--- config.mk ---
export PLATFORM = sky130hd
export DESIGN_NAME = timeout_table_scheduler
export DESIGN_NICKNAME = d
export VERILOG_FILES = /design/src/hdl/tts_pkg.sv /design/src/hdl/tts_front.sv /design/src/hdl/tts_back.sv /design/src/hdl/timeout_table_scheduler.sv
export SDC_FILE = /design/constraint.sdc
export NUM_CORES = 1
export LEC_CHECK = 0
export BUFFER_PORTS_ARGS = -buffer_cell sky130_fd_sc_hd__buf_4
export CAP_MARGIN = 20
export CORE_MARGIN = 2
export CORE_UTILIZATION = 65
export CTS_BUF_LIST = sky130_fd_sc_hd__clkbuf_8
export CTS_CLUSTER_DIAMETER = 200
export DETAILED_ROUTE_END_ITERATION = 12
export PLACE_DENSITY_LB_ADDON = 0.3
export SLEW_MARGIN = 20
export SYNTH_ARGS = -nofsm -noshare
export SYNTH_HDL_FRONTEND = slang
export SYNTH_HIERARCHICAL = 1
export SYNTH_SLANG_ARGS = --single-unit
--- constraint.sdc ---
create_clock -name clk -period 9.1 [get_ports clk]
set_clock_uncertainty 0.05 [all_clocks]
set_input_delay 0.455 -clock clk [delete_from_list [all_inputs] [get_ports clk]]
set_output_delay 0.455 -clock clk [all_outputs]
set_load 0.005 [all_outputs]
--- src/hdl/tts_pkg.sv ---
// ----------------------------------------------------------------------------
// tts_pkg: shared types and codes for the timeout table scheduler
// Command and result codes, default sizes and the queued command record.
// ----------------------------------------------------------------------------
package tts_pkg;

  localparam int DEPTH_DEF = 16;
  localparam int MAX_FIRE  = 16;
  localparam int QDEPTH    = 2;

  localparam logic [1:0] CMD_SCHED  = 2'd0;
  localparam logic [1:0] CMD_CANCEL = 2'd1;
  localparam logic [1:0] CMD_OWNER  = 2'd2;
  localparam logic [1:0] CMD_TICK   = 2'd3;

  localparam logic [2:0] KIND_SCHED     = 3'd0;
  localparam logic [2:0] KIND_FULL      = 3'd1;
  localparam logic [2:0] KIND_CANCELLED = 3'd2;
  localparam logic [2:0] KIND_NOT_FOUND = 3'd3;
  localparam logic [2:0] KIND_OWNER     = 3'd4;
  localparam logic [2:0] KIND_FIRED     = 3'd5;
  localparam logic [2:0] KIND_NONE      = 3'd6;

  localparam logic [31:0] TIME_MAX = 32'hFFFF_FFFF;

  typedef struct packed {
    logic [1:0]  cmd;
    logic [15:0] delay;
    logic [3:0]  handle;
    logic [7:0]  owner;
    logic        handle_ok;
  } op_t;

endpackage

--- src/hdl/tts_front.sv ---
// ----------------------------------------------------------------------------
// tts_front: command intake
// Takes commands, checks the handle range and queues them for the back end.
// ----------------------------------------------------------------------------
module tts_front #(
  parameter int DEPTH = tts_pkg::DEPTH_DEF
) (
  input  logic             clk,
  input  logic             rst,
  input  logic             start,
  input  logic [1:0]       cmd,
  input  logic [15:0]      delay,
  input  logic [3:0]       handle,
  input  logic [7:0]       owner,
  output logic             busy,
  input  logic             pop,
  output logic             head_valid,
  output tts_pkg::op_t     head
);

  localparam int QAW = (tts_pkg::QDEPTH > 1) ? $clog2(tts_pkg::QDEPTH) : 1;
  localparam int QCW = $clog2(tts_pkg::QDEPTH + 1);

  tts_pkg::op_t   queue [tts_pkg::QDEPTH];
  tts_pkg::op_t   op_in;
  logic [QAW-1:0] wr_ptr;
  logic [QAW-1:0] rd_ptr;
  logic [QCW-1:0] count;
  logic           push;

  assign busy       = (count == QCW'(tts_pkg::QDEPTH));
  assign push       = start && !busy;
  assign head_valid = (count != '0);
  assign head       = queue[rd_ptr];

  always_comb begin
    op_in.cmd       = cmd;
    op_in.delay     = delay;
    op_in.handle    = handle;
    op_in.owner     = owner;
    op_in.handle_ok = ({28'd0, handle} < 32'(DEPTH));
  end

  always_ff @(posedge clk) begin
    if (push) begin
      queue[wr_ptr] <= op_in;
    end
  end

  always_ff @(posedge clk) begin
    if (rst) begin
      wr_ptr <= '0;
      rd_ptr <= '0;
      count  <= '0;
    end else begin
      if (push) begin
        wr_ptr <= (wr_ptr == QAW'(tts_pkg::QDEPTH - 1)) ? '0 : wr_ptr + 1'b1;
      end
      if (pop) begin
        rd_ptr <= (rd_ptr == QAW'(tts_pkg::QDEPTH - 1)) ? '0 : rd_ptr + 1'b1;
      end
      if (push && !pop) begin
        count <= count + 1'b1;
      end else if (pop && !push) begin
        count <= count - 1'b1;
      end
    end
  end

endmodule

--- src/hdl/tts_back.sv ---
// ----------------------------------------------------------------------------
// tts_back: timer table engine
// Holds the slot table and clock, runs the slot scans and drives results.
// ----------------------------------------------------------------------------
module tts_back #(
  parameter int DEPTH = tts_pkg::DEPTH_DEF
) (
  input  logic         clk,
  input  logic         rst,
  input  logic         head_valid,
  input  tts_pkg::op_t head,
  output logic         pop,
  output logic         done,
  output logic [2:0]   kind,
  output logic [3:0]   slot,
  output logic [7:0]   fired_owner,
  output logic [4:0]   removed_count,
  output logic         last
);

  localparam int IW = $clog2(DEPTH);
  localparam int AW = $clog2(DEPTH + 1);

  localparam logic [2:0] S_IDLE  = 3'd0;
  localparam logic [2:0] S_SCHED = 3'd1;
  localparam logic [2:0] S_OWNER = 3'd2;
  localparam logic [2:0] S_TICK  = 3'd3;
  localparam logic [2:0] S_FLUSH = 3'd4;

  logic [31:0]      exp_mem [DEPTH];
  logic [7:0]       own_mem [DEPTH];
  logic [31:0]      rd_exp;
  logic [7:0]       rd_own;

  logic [2:0]       state;
  tts_pkg::op_t     cur;
  logic [31:0]      now_s;
  logic [DEPTH-1:0] valid;
  logic [AW-1:0]    scan_addr;
  logic             rd_pend;
  logic [IW-1:0]    rd_idx;
  logic             best_found;
  logic [IW-1:0]    best_idx;
  logic [31:0]      best_exp;
  logic [7:0]       best_own;
  logic             pend_valid;
  logic [IW-1:0]    pend_slot;
  logic [7:0]       pend_own;
  logic [4:0]       fire_cnt;
  logic [4:0]       own_cnt;

  logic [IW-1:0]    scan_idx;
  logic             scan_end;
  logic             scan_done;
  logic [32:0]      sched_sum;
  logic [31:0]      sched_exp;
  logic [31:0]      now_inc;
  logic [IW-1:0]    head_idx;
  logic             mem_we;
  logic             hit_owner;
  logic             hit_exp;

  assign scan_idx  = scan_addr[IW-1:0];
  assign scan_end  = (scan_addr == AW'(DEPTH));
  assign scan_done = scan_end && !rd_pend;
  assign sched_sum = {1'b0, now_s} + {17'd0, cur.delay};
  assign sched_exp = sched_sum[32] ? tts_pkg::TIME_MAX : sched_sum[31:0];
  assign now_inc   = (now_s == tts_pkg::TIME_MAX) ? now_s : now_s + 32'd1;
  assign head_idx  = IW'({{IW{1'b0}}, head.handle});
  assign pop       = (state == S_IDLE) && head_valid;
  assign mem_we    = (state == S_SCHED) && !scan_end && !valid[scan_idx];
  assign hit_owner = rd_pend && valid[rd_idx] && (rd_own == cur.owner);
  // earliest due entry so far, strict compare keeps the lowest slot on ties
  assign hit_exp   = rd_pend && valid[rd_idx] && (rd_exp <= now_s) &&
                     (!best_found || (rd_exp < best_exp));

  always_ff @(posedge clk) begin
    if (mem_we) begin
      exp_mem[scan_idx] <= sched_exp;
      own_mem[scan_idx] <= cur.owner;
    end
    rd_exp <= exp_mem[scan_idx];
    rd_own <= own_mem[scan_idx];
  end

  always_ff @(posedge clk) begin
    if (rst) begin
      state      <= S_IDLE;
      valid      <= '0;
      now_s      <= '0;
      done       <= 1'b0;
      rd_pend    <= 1'b0;
      pend_valid <= 1'b0;
    end else begin
      done <= 1'b0;

      // read pipeline for the table scans
      if ((state == S_OWNER || state == S_TICK) && !scan_end) begin
        scan_addr <= scan_addr + 1'b1;
        rd_idx    <= scan_idx;
        rd_pend   <= 1'b1;
      end else begin
        rd_pend <= 1'b0;
      end

      case (state)
        S_IDLE: begin
          if (head_valid) begin
            cur        <= head;
            scan_addr  <= '0;
            best_found <= 1'b0;
            fire_cnt   <= '0;
            own_cnt    <= '0;
            pend_valid <= 1'b0;
            case (head.cmd)
              tts_pkg::CMD_SCHED: begin
                state <= S_SCHED;
              end
              tts_pkg::CMD_CANCEL: begin
                done          <= 1'b1;
                slot          <= head.handle;
                fired_owner   <= '0;
                removed_count <= '0;
                last          <= 1'b1;
                if (head.handle_ok && valid[head_idx]) begin
                  valid[head_idx] <= 1'b0;
                  kind            <= tts_pkg::KIND_CANCELLED;
                end else begin
                  kind <= tts_pkg::KIND_NOT_FOUND;
                end
              end
              tts_pkg::CMD_OWNER: begin
                state <= S_OWNER;
              end
              tts_pkg::CMD_TICK: begin
                now_s <= now_inc;
                state <= S_TICK;
              end
              default: begin
                state <= S_IDLE;
              end
            endcase
          end
        end

        S_SCHED: begin
          if (scan_end) begin
            done          <= 1'b1;
            kind          <= tts_pkg::KIND_FULL;
            slot          <= '0;
            fired_owner   <= '0;
            removed_count <= '0;
            last          <= 1'b1;
            state         <= S_IDLE;
          end else if (!valid[scan_idx]) begin
            valid[scan_idx] <= 1'b1;
            done            <= 1'b1;
            kind            <= tts_pkg::KIND_SCHED;
            slot            <= 4'({4'd0, scan_idx});
            fired_owner     <= '0;
            removed_count   <= '0;
            last            <= 1'b1;
            state           <= S_IDLE;
          end else begin
            scan_addr <= scan_addr + 1'b1;
          end
        end

        S_OWNER: begin
          if (hit_owner) begin
            valid[rd_idx] <= 1'b0;
            own_cnt       <= own_cnt + 1'b1;
          end
          if (scan_done) begin
            done          <= 1'b1;
            kind          <= tts_pkg::KIND_OWNER;
            slot          <= '0;
            fired_owner   <= '0;
            removed_count <= own_cnt;
            last          <= 1'b1;
            state         <= S_IDLE;
          end
        end

        S_TICK: begin
          if (hit_exp) begin
            best_found <= 1'b1;
            best_idx   <= rd_idx;
            best_exp   <= rd_exp;
            best_own   <= rd_own;
          end
          if (scan_done) begin
            if (best_found) begin
              // the held entry goes out once we know another one follows
              valid[best_idx] <= 1'b0;
              if (pend_valid) begin
                done          <= 1'b1;
                kind          <= tts_pkg::KIND_FIRED;
                slot          <= 4'({4'd0, pend_slot});
                fired_owner   <= pend_own;
                removed_count <= '0;
                last          <= 1'b0;
              end
              pend_valid <= 1'b1;
              pend_slot  <= best_idx;
              pend_own   <= best_own;
              fire_cnt   <= fire_cnt + 1'b1;
              if (fire_cnt == 5'(tts_pkg::MAX_FIRE - 1)) begin
                state <= S_FLUSH;
              end else begin
                scan_addr  <= '0;
                best_found <= 1'b0;
              end
            end else begin
              done          <= 1'b1;
              removed_count <= '0;
              last          <= 1'b1;
              if (pend_valid) begin
                kind        <= tts_pkg::KIND_FIRED;
                slot        <= 4'({4'd0, pend_slot});
                fired_owner <= pend_own;
              end else begin
                kind        <= tts_pkg::KIND_NONE;
                slot        <= '0;
                fired_owner <= '0;
              end
              pend_valid <= 1'b0;
              state      <= S_IDLE;
            end
          end
        end

        S_FLUSH: begin
          done          <= 1'b1;
          kind          <= tts_pkg::KIND_FIRED;
          slot          <= 4'({4'd0, pend_slot});
          fired_owner   <= pend_own;
          removed_count <= '0;
          last          <= 1'b1;
          pend_valid    <= 1'b0;
          state         <= S_IDLE;
        end

        default: begin
          state <= S_IDLE;
        end
      endcase
    end
  end

endmodule

--- src/hdl/timeout_table_scheduler.sv ---
// ----------------------------------------------------------------------------
// timeout_table_scheduler: table of pending timeouts
//
//   channel   handshake        payload
//   command   start / busy     cmd, delay, handle, owner
//   result    done (strobe)    kind, slot, fired_owner, removed_count, last
//
// commands pass a two-entry queue, then the engine works one command at a time
// cancel by handle: answered straight from the idle state; schedule: a scan for the lowest free slot
// cancel by owner: one slot per cycle through the table memory
// tick: one table scan per fired entry, at most 16 per tick, plus a last scan when fewer fire
// busy is high while the queue is full; results leave as single-cycle strobes
// synchronous reset empties the table and zeroes the clock, no clearing pass
// ----------------------------------------------------------------------------
module timeout_table_scheduler #(
  parameter int DEPTH = tts_pkg::DEPTH_DEF
) (
  input  logic        clk,
  input  logic        rst,
  input  logic        start,
  output logic        busy,
  input  logic [1:0]  cmd,
  input  logic [15:0] delay,
  input  logic [3:0]  handle,
  input  logic [7:0]  owner,
  output logic        done,
  output logic [2:0]  kind,
  output logic [3:0]  slot,
  output logic [7:0]  fired_owner,
  output logic [4:0]  removed_count,
  output logic        last
);

  tts_pkg::op_t head;
  logic         head_valid;
  logic         pop;

  tts_front #(
    .DEPTH(DEPTH)
  ) u_front (
    .clk        (clk),
    .rst        (rst),
    .start      (start),
    .cmd        (cmd),
    .delay      (delay),
    .handle     (handle),
    .owner      (owner),
    .busy       (busy),
    .pop        (pop),
    .head_valid (head_valid),
    .head       (head)
  );

  tts_back #(
    .DEPTH(DEPTH)
  ) u_back (
    .clk           (clk),
    .rst           (rst),
    .head_valid    (head_valid),
    .head          (head),
    .pop           (pop),
    .done          (done),
    .kind          (kind),
    .slot          (slot),
    .fired_owner   (fired_owner),
    .removed_count (removed_count),
    .last          (last)
  );

`ifndef SYNTHESIS
  // every command other than a tick answers with exactly one result
  a_single_last: assert property (@(posedge clk) disable iff (rst)
    done && (kind == tts_pkg::KIND_SCHED || kind == tts_pkg::KIND_FULL ||
             kind == tts_pkg::KIND_CANCELLED || kind == tts_pkg::KIND_NOT_FOUND ||
             kind == tts_pkg::KIND_OWNER) |-> last)
    else $error("single-result command without last");

  a_none_clean: assert property (@(posedge clk) disable iff (rst)
    done && kind == tts_pkg::KIND_NONE |-> last && slot == 4'd0 && fired_owner == 8'd0)
    else $error("none-expired result malformed");

  a_count_owner_only: assert property (@(posedge clk) disable iff (rst)
    done && kind != tts_pkg::KIND_OWNER |-> removed_count == 5'd0)
    else $error("removed count outside owner cancel");

  a_full_slot: assert property (@(posedge clk) disable iff (rst)
    done && kind == tts_pkg::KIND_FULL |-> slot == 4'd0 && fired_owner == 8'd0)
    else $error("full result carries a slot");
`endif

endmodule

### Word level (Yosys, flattened, before mapping)

Memories as Yosys holds them, arrays and structs flattened. A register that Yosys moved wholly into a read port is not among the register bits.
Index checks and enable logic that the tools add are counted.

| operators by class | value |
|---|---|
| reductions and logical operators | 47 |
| add/subtract/negate cells | 9 |
| bitwise logic cells | 9 |
| magnitude comparators | 10 |
| eq/ne operators | 25 |
| mux-type cells | 124 |

Operator list:

| kind | count |
|---|---|
| $mux W16 | 8 |
| $mux W5 | 19 |
| $mux W8 | 9 |
| $pmux W16 S4 | 1 |
| $and A16 B16 Y16 | 3 |
| $not A16 Y16 | 3 |
| $mux W3 | 14 |
| $mux W1 | 40 |
| $pmux W8 S5 | 1 |
| $mux W4 | 9 |
| $add A32 B16 Y33 | 1 |
| $add A32 B1 Y32 const B | 1 |
| $eq A32 B32 Y1 const B | 1 |
| $le A32 B32 Y1 | 1 |
| $lt A32 B32 Y1 | 1 |
| $mux W32 | 1 |
| $pmux W5 S5 | 1 |
| $lt A4 B5 Y1 const B | 4 |
| $pmux W4 S5 | 1 |
| $pmux W5 S2 | 2 |
| $demux W1 S4 | 4 |
| $ge A4 B1 Y1 const B | 4 |
| $logic_and A1 B1 Y1 | 16 |
| $or A16 B16 Y16 | 1 |
| other kinds (43) | 78 |

| word-level totals | value |
|---|---|
| RAM bits | 700 |
| memories kept | 3 |
| output and inout port bits | 23 |
| word-level logic and storage cells | 253 |
| input bits | 33 |
| bits in registers | 179 |

Memory list:

| name | words | bits a word | rd ports | clocked after Yosys merged registers in | wr ports | RTL line | RTL |
|---|---|---|---|---|---|---|---|
| u_back.exp_mem | 16 | 32 | 1 | 1 | 1 | tts_back.sv:30 | `logic [31:0] exp_mem [DEPTH];` |
| u_back.own_mem | 16 | 8 | 1 | 1 | 1 | tts_back.sv:31 | `logic [7:0] own_mem [DEPTH];` |
| u_front.queue | 2 | 30 | 1 | 1 | 1 | tts_front.sv:24 | `tts_pkg::op_t queue [tts_pkg::QDEPTH];` |

### Depth between registers and ports, before layout

| logic depth | value |
|---|---|
| word-level depth | 10 |
| gate-level depth with buffers | 14 |
| depth with buffers taken out | 10 |

### By module

The synthesis kept the hierarchy.

Modules (own cells, without submodules):

| module | instances | area an instance (sq um) | sequential area each (sq um) | cells each |
|---|---|---|---|---|
| tts_back | 1 | 35353.9 | 24733.7 | 2002 |
| tts_front | 1 | 2384.8 | 1901.8 | 120 |

### Worst setup path before layout

OpenSTA, ideal clock, no wires.

| path | value |
|---|---|
| path kind | register to register |
| start point | reg u_back.scan_addr[0] |
| end point | mem u_back.exp_mem[3][0] (enable) |
| slack | 2.274 ns |
| data required time | 8.513 ns |
| library setup time | 0.537 ns |
| data arrival time | 6.238 ns |
| path buffers | 4 |
| period minus slack after synthesis | 6.826 ns |
| stages on the path, launching flop included | 11 |
| cells stage by stage | edfxtp_1 buf_2 clkbuf_1 clkbuf_1 inv_1 ha_1 buf_2 and4bb_2 nor2_1 nand2_1 nor4_1 |

| on the way | value |
|---|---|
| cells in the longest elaborated chain, start to end | 6 |
| elaborated cells between the ends (all ways) | 9 |
| those cells by class | eq/ne (1); mux (4); reduce/logical (4) |

Ends and longest elaborated chain:

| item | RTL line | RTL |
|---|---|---|
| start: declaration | tts_back.sv:39 | `logic [AW-1:0] scan_addr;` |
| start signal: assignment | tts_back.sv:99 | `scan_addr <= scan_addr + 1'b1;` |
| start signal: assignment | tts_back.sv:165 | `scan_addr <= scan_addr + 1'b1;` |
| $bmux W1 S4 / $eq A5 B5 Y1 (equally long branches) | tts_back.sv:71, tts_back.sv:64 |  |
| $mux W1 (implied by the code) / $logic_not A1 Y1 (equally long branches) | tts_back.sv:71 | `assign mem_we = (state == S_SCHED) && !scan_end && !valid[scan_idx];` |
| $logic_not A1 Y1 / $logic_and A1 B1 Y1 (equally long branches) | - |  |
| $logic_and A1 B1 Y1 | tts_back.sv:71 |  |
| $mux W1 | tts_back.sv:78 | `if (mem_we) begin` |
| $mux W1 (implied by the code) | tts_back.sv:79 | `exp_mem[scan_idx] <= sched_exp;` |
| end: declaration | tts_back.sv:30 |  |

Several ways; a longest one is shown, not always the timed one. The select of a mux whose other input is x is not followed.

### Worst setup path in the final report

| path | value |
|---|---|
| start point | reg u_back.now_s[27] |
| end point | reg u_back.best_exp[20] (enable) |

| on the way | value |
|---|---|
| cells in the longest elaborated chain, start to end | 4 |

Ends and longest elaborated chain:

| item | RTL line | RTL |
|---|---|---|
| start: declaration | tts_back.sv:37 | `logic [31:0] now_s;` |
| start signal: assignment | tts_back.sv:136 | `now_s <= now_inc;` |
| $le A32 B32 Y1 | tts_back.sv:74 | `assign hit_exp = rd_pend && valid[rd_idx] && (rd_exp <= now_s) &&` |
| $logic_and A1 B1 Y1 (2 in series) | tts_back.sv:74 |  |
| $reduce_and A3 Y1 (no line) | - |  |
| end signal: assignment | tts_back.sv:189 | `best_exp <= rd_exp;` |
| end: declaration | tts_back.sv:44 | `logic [31:0] best_exp;` |

No other way between the ends.
A chain may end at the register's enable or synchronous reset.

==> impl_results.md <==
- CP max stage cell: nor3_1
- WHS: 0.321 ns
- Vias per inst: 6.53
- Initial DRC count: 2059
- Biggest area consumer among synthesized cells: edfxtp_1
- Sequential share of the synthesized area: 70.6%
- P_leak: 14.1 nW
- Final Power: 11.7 mW
- Register-to-Register Path Depth: 10
- Synthesized cell area: 0.0377 sq mm
- CTS tree: done
- Antenna Violating Nets Remaining: 0
- Final hold vios: 0
- Total wire length: 85.7 mm
- Vias in the first global route: 20.9k
- Initial antenna violation count: 1
- Fin Setup TNS: 0 ns
- Worst setup EP type: register
- Area of the die: 0.0600 sq mm
- All-Layer GR Usage: 29.5%
- CTS buffer count: 143
- Unique masters post-synth: 75
- Layout cell share with drive strength beyond 1: 23.3%
- Final Slew Violations: 0
- Root Buffer: clkbuf_8
- CTS H-tree lvls: 4
- Placer congestion estimate: 0.914
- Nets: 2425
- Largest net degree at the start of global routing: 169
- WS Path Type: register to register
- Top cells by area, synth: edfxtp_1 (65%), mux4_2 (12%), dfxtp_1 (5.3%), ha_1 (2.9%), mux2_2 (0.98%)
- DR DRC count: 0
- Top-count cell post-synth: edfxtp_1
- WL/cell: 26.9 um
- Yosys Warn Count: 6
- Number of fill cells in the layout: 3311
- Chip height: 245 um
- Worst vdd ir: 257 uV
- Critical Path RT: 9.47 ns
- Row Count: 88
- Period utilisation layout: 51.3%
- Setup violators final: 0
- Clock sink count: 920
- Area Growth Syn to Fin: 11.8%
- DIE WIDTH: 245 um
- Crit Path Max Fanout: 32
- CORE AREA: 0.0576 sq mm
- Hpwl dp: 52.3 mm
- Main synth FF type: edfxtp_1
- Clock-pin slew on the worst setup and hold paths: 0.06 ns
- Rel. slew slack: 25.8%
- Post-CTS Setup Inserts: 0
- Top cells by instance count after synthesis: edfxtp_1 (821), mux4_2 (208), dfxtp_1 (99)
- 1st-pass router iterations: 8
- Post-synth EDFFs: 821
- Port Buffers: 55
- Worst Max-Slew Pin Slew: 1.11 ns
- Syn Area/Cell: 17.8 sq um
- Syn Nets: 2244
- Worst hold stages: 3
- Max_cap viols: 0
- Fmax: 214 MHz
- Min Tclk post-route: 4.67 ns
- Deepest clock path buffer count: 3
- Worst hold-check path type: input port to register
- Unrepaired setup endpoints after global routing: false
- Crit-path cells: inv_1 > ha_1 > nand4_1 > nor4_1 > nand4_1 > nor3_1 > a311oi_1 > a21oi_1 > and3b_2 > buf_4
- #FFs+latches synth: 920
- FFs w/ async S/R, synth: 0%
- Area fraction of the dominant cell type after synthesis: 65.3%
- Clk Latency, worst-skew pair: 0.79 ns
- Final core area utilization: 73.2%
- Status: finished clean
- Critical Path AT: 5.04 ns
- Via count: 20.8k
- Critical path startpoint category: register
- Initial Utilization: 65.5%
- First-pass GRT wire length: 129 mm
- Crit-path max cell delay: 0.71 ns
- Ports: 56
- Most used cell, CP: nand4_1
- Cell count after synthesis: 2122
- Power per cell area: 277 mW/mm^2
- GRT Residual Overflow: 0
==> final cells by class <==
type / instances / area, sq um / area share (%)
sequential: 920 / 26600 / 63.1
multi-input combinational: 1025 / 10500 / 25.0
clock buffer: 153 / 2110 / 4.99
timing repair buffer: 127 / 1080 / 2.55
tap: 765 / 957 / 2.27
clock inverter: 105 / 549 / 1.30
inverter: 86 / 324 / 0.768
antenna: 1 / 2.50 / 0.00593
==> worst max-delay path, delay by kind of cell, from the launching register on <==
kind,cells,cell delay [ns]
and+or+nand+nor,5,2.23
buffers and inverters,2,0.64
AOI/OAI and AO/OA,2,0.62
DFF,1,0.43
adders and majority gates,1,0.32
==> logic make-up (layout without fill, tap and decap cells) <==
logic type / count (synthesis) / count (layout) / synth area share (%)
xor+xnor: 56 / 56 / 1.30
fa+ha+maj: 89 / 89 / 2.97
flops: 920 / 920 / 70.6
simple gates: 398 / 398 / 5.47
buf+inv: 177 / 471 / 1.84
compound gates: 229 / 229 / 4.05
mux: 252 / 252 / 13.8
other cells: 1 / 2 / 0.00994
==> final timing paths <==
path	startpoint	endpoint	slack (ns)
worst max-delay path	u_back/now_s[27]$_SDFFE_PP0P_	u_back/best_exp[20]$_DFFE_PP_	4.43
worst min-delay path	rst	u_back/best_own[3]$_DFFE_PP_	0.32
worst max register to register	u_back/now_s[27]$_SDFFE_PP0P_	u_back/best_exp[20]$_DFFE_PP_	4.43
worst min register to register	u_back/best_own[2]$_DFFE_PP_	u_back/pend_own[2]$_DFFE_PP_	0.38
==> registers in the layout (all words and copies together), names as in the netlist, 2 cells and up, named ones only <==
register              flops
u_back/slot               4
u_back/rd_idx             4
u_back/cur               24
u_back/exp_mem          512
u_back/pend_slot          4
u_back/fire_cnt           5
u_back/rd_exp            32
u_back/best_exp          32
u_back/valid             16
u_back/pend_own           8
u_back/removed_count      5
u_back/own_cnt            5
u_back/rd_own             8
u_back/best_idx           4
u_back/best_own           8
u_back/scan_addr          5
u_front/count             2
u_back/own_mem          128
u_front/queue            60
u_back/now_s             32
u_back/kind               3
u_back/fired_owner        8
u_back/state              3
==> stage by stage <==
| stage | area, sq um | instances | setup WS, ns |
|---|---|---|---|
| 3_5_place_dp | 39100 | 2891 | 4.57 |
| 3_3_place_gp | 39100 | 2891 | 4.63 |
| 6_report | 42200 | 3182 | 4.43 |
| 2_1_floorplan | 37700 | 2122 | 2.27 |
| 5_1_grt | 42200 | 3182 | 4.25 |
| 4_1_cts | 42100 | 3180 | 4.53 |
==> routing by layer <==
layer | wire length [um] | track usage (%)
met3 | 6000 | 5.18
met1 | 34000 | 40.4
met5 | 0 | 0
met4 | 2960 | 11.9
met2 | 42800 | 47.9
==> report_power, final <==
part,switching [mW],internal [mW]
clock network,1.55,1.64
registers,0.321,5.13
logic,1.64,1.37
total,3.52,8.15
==> timing repair <==
action                                 CTS  global route
resized for setup                        0             0
hold buffers                            31             0
endpoints found under the hold margin   61             0
==> placed cells by master, fill, tap and decap left out, drive strengths merged, types with 25 or more instances in the layout <==
cell / n
edfxtp: 821
clkinv: 39
a21oi: 47
ha: 88
nand2: 73
nor3: 40
inv: 142
dfxtp: 99
and2: 35
nand3: 35
mux2: 33
clkbuf: 153
a31oi: 36
xnor2: 42
nor2: 96
nand4: 25
dlygate4sd3: 31
mux4: 210
buf: 96
o21ai: 37
(Power assumes the default switching activity.)
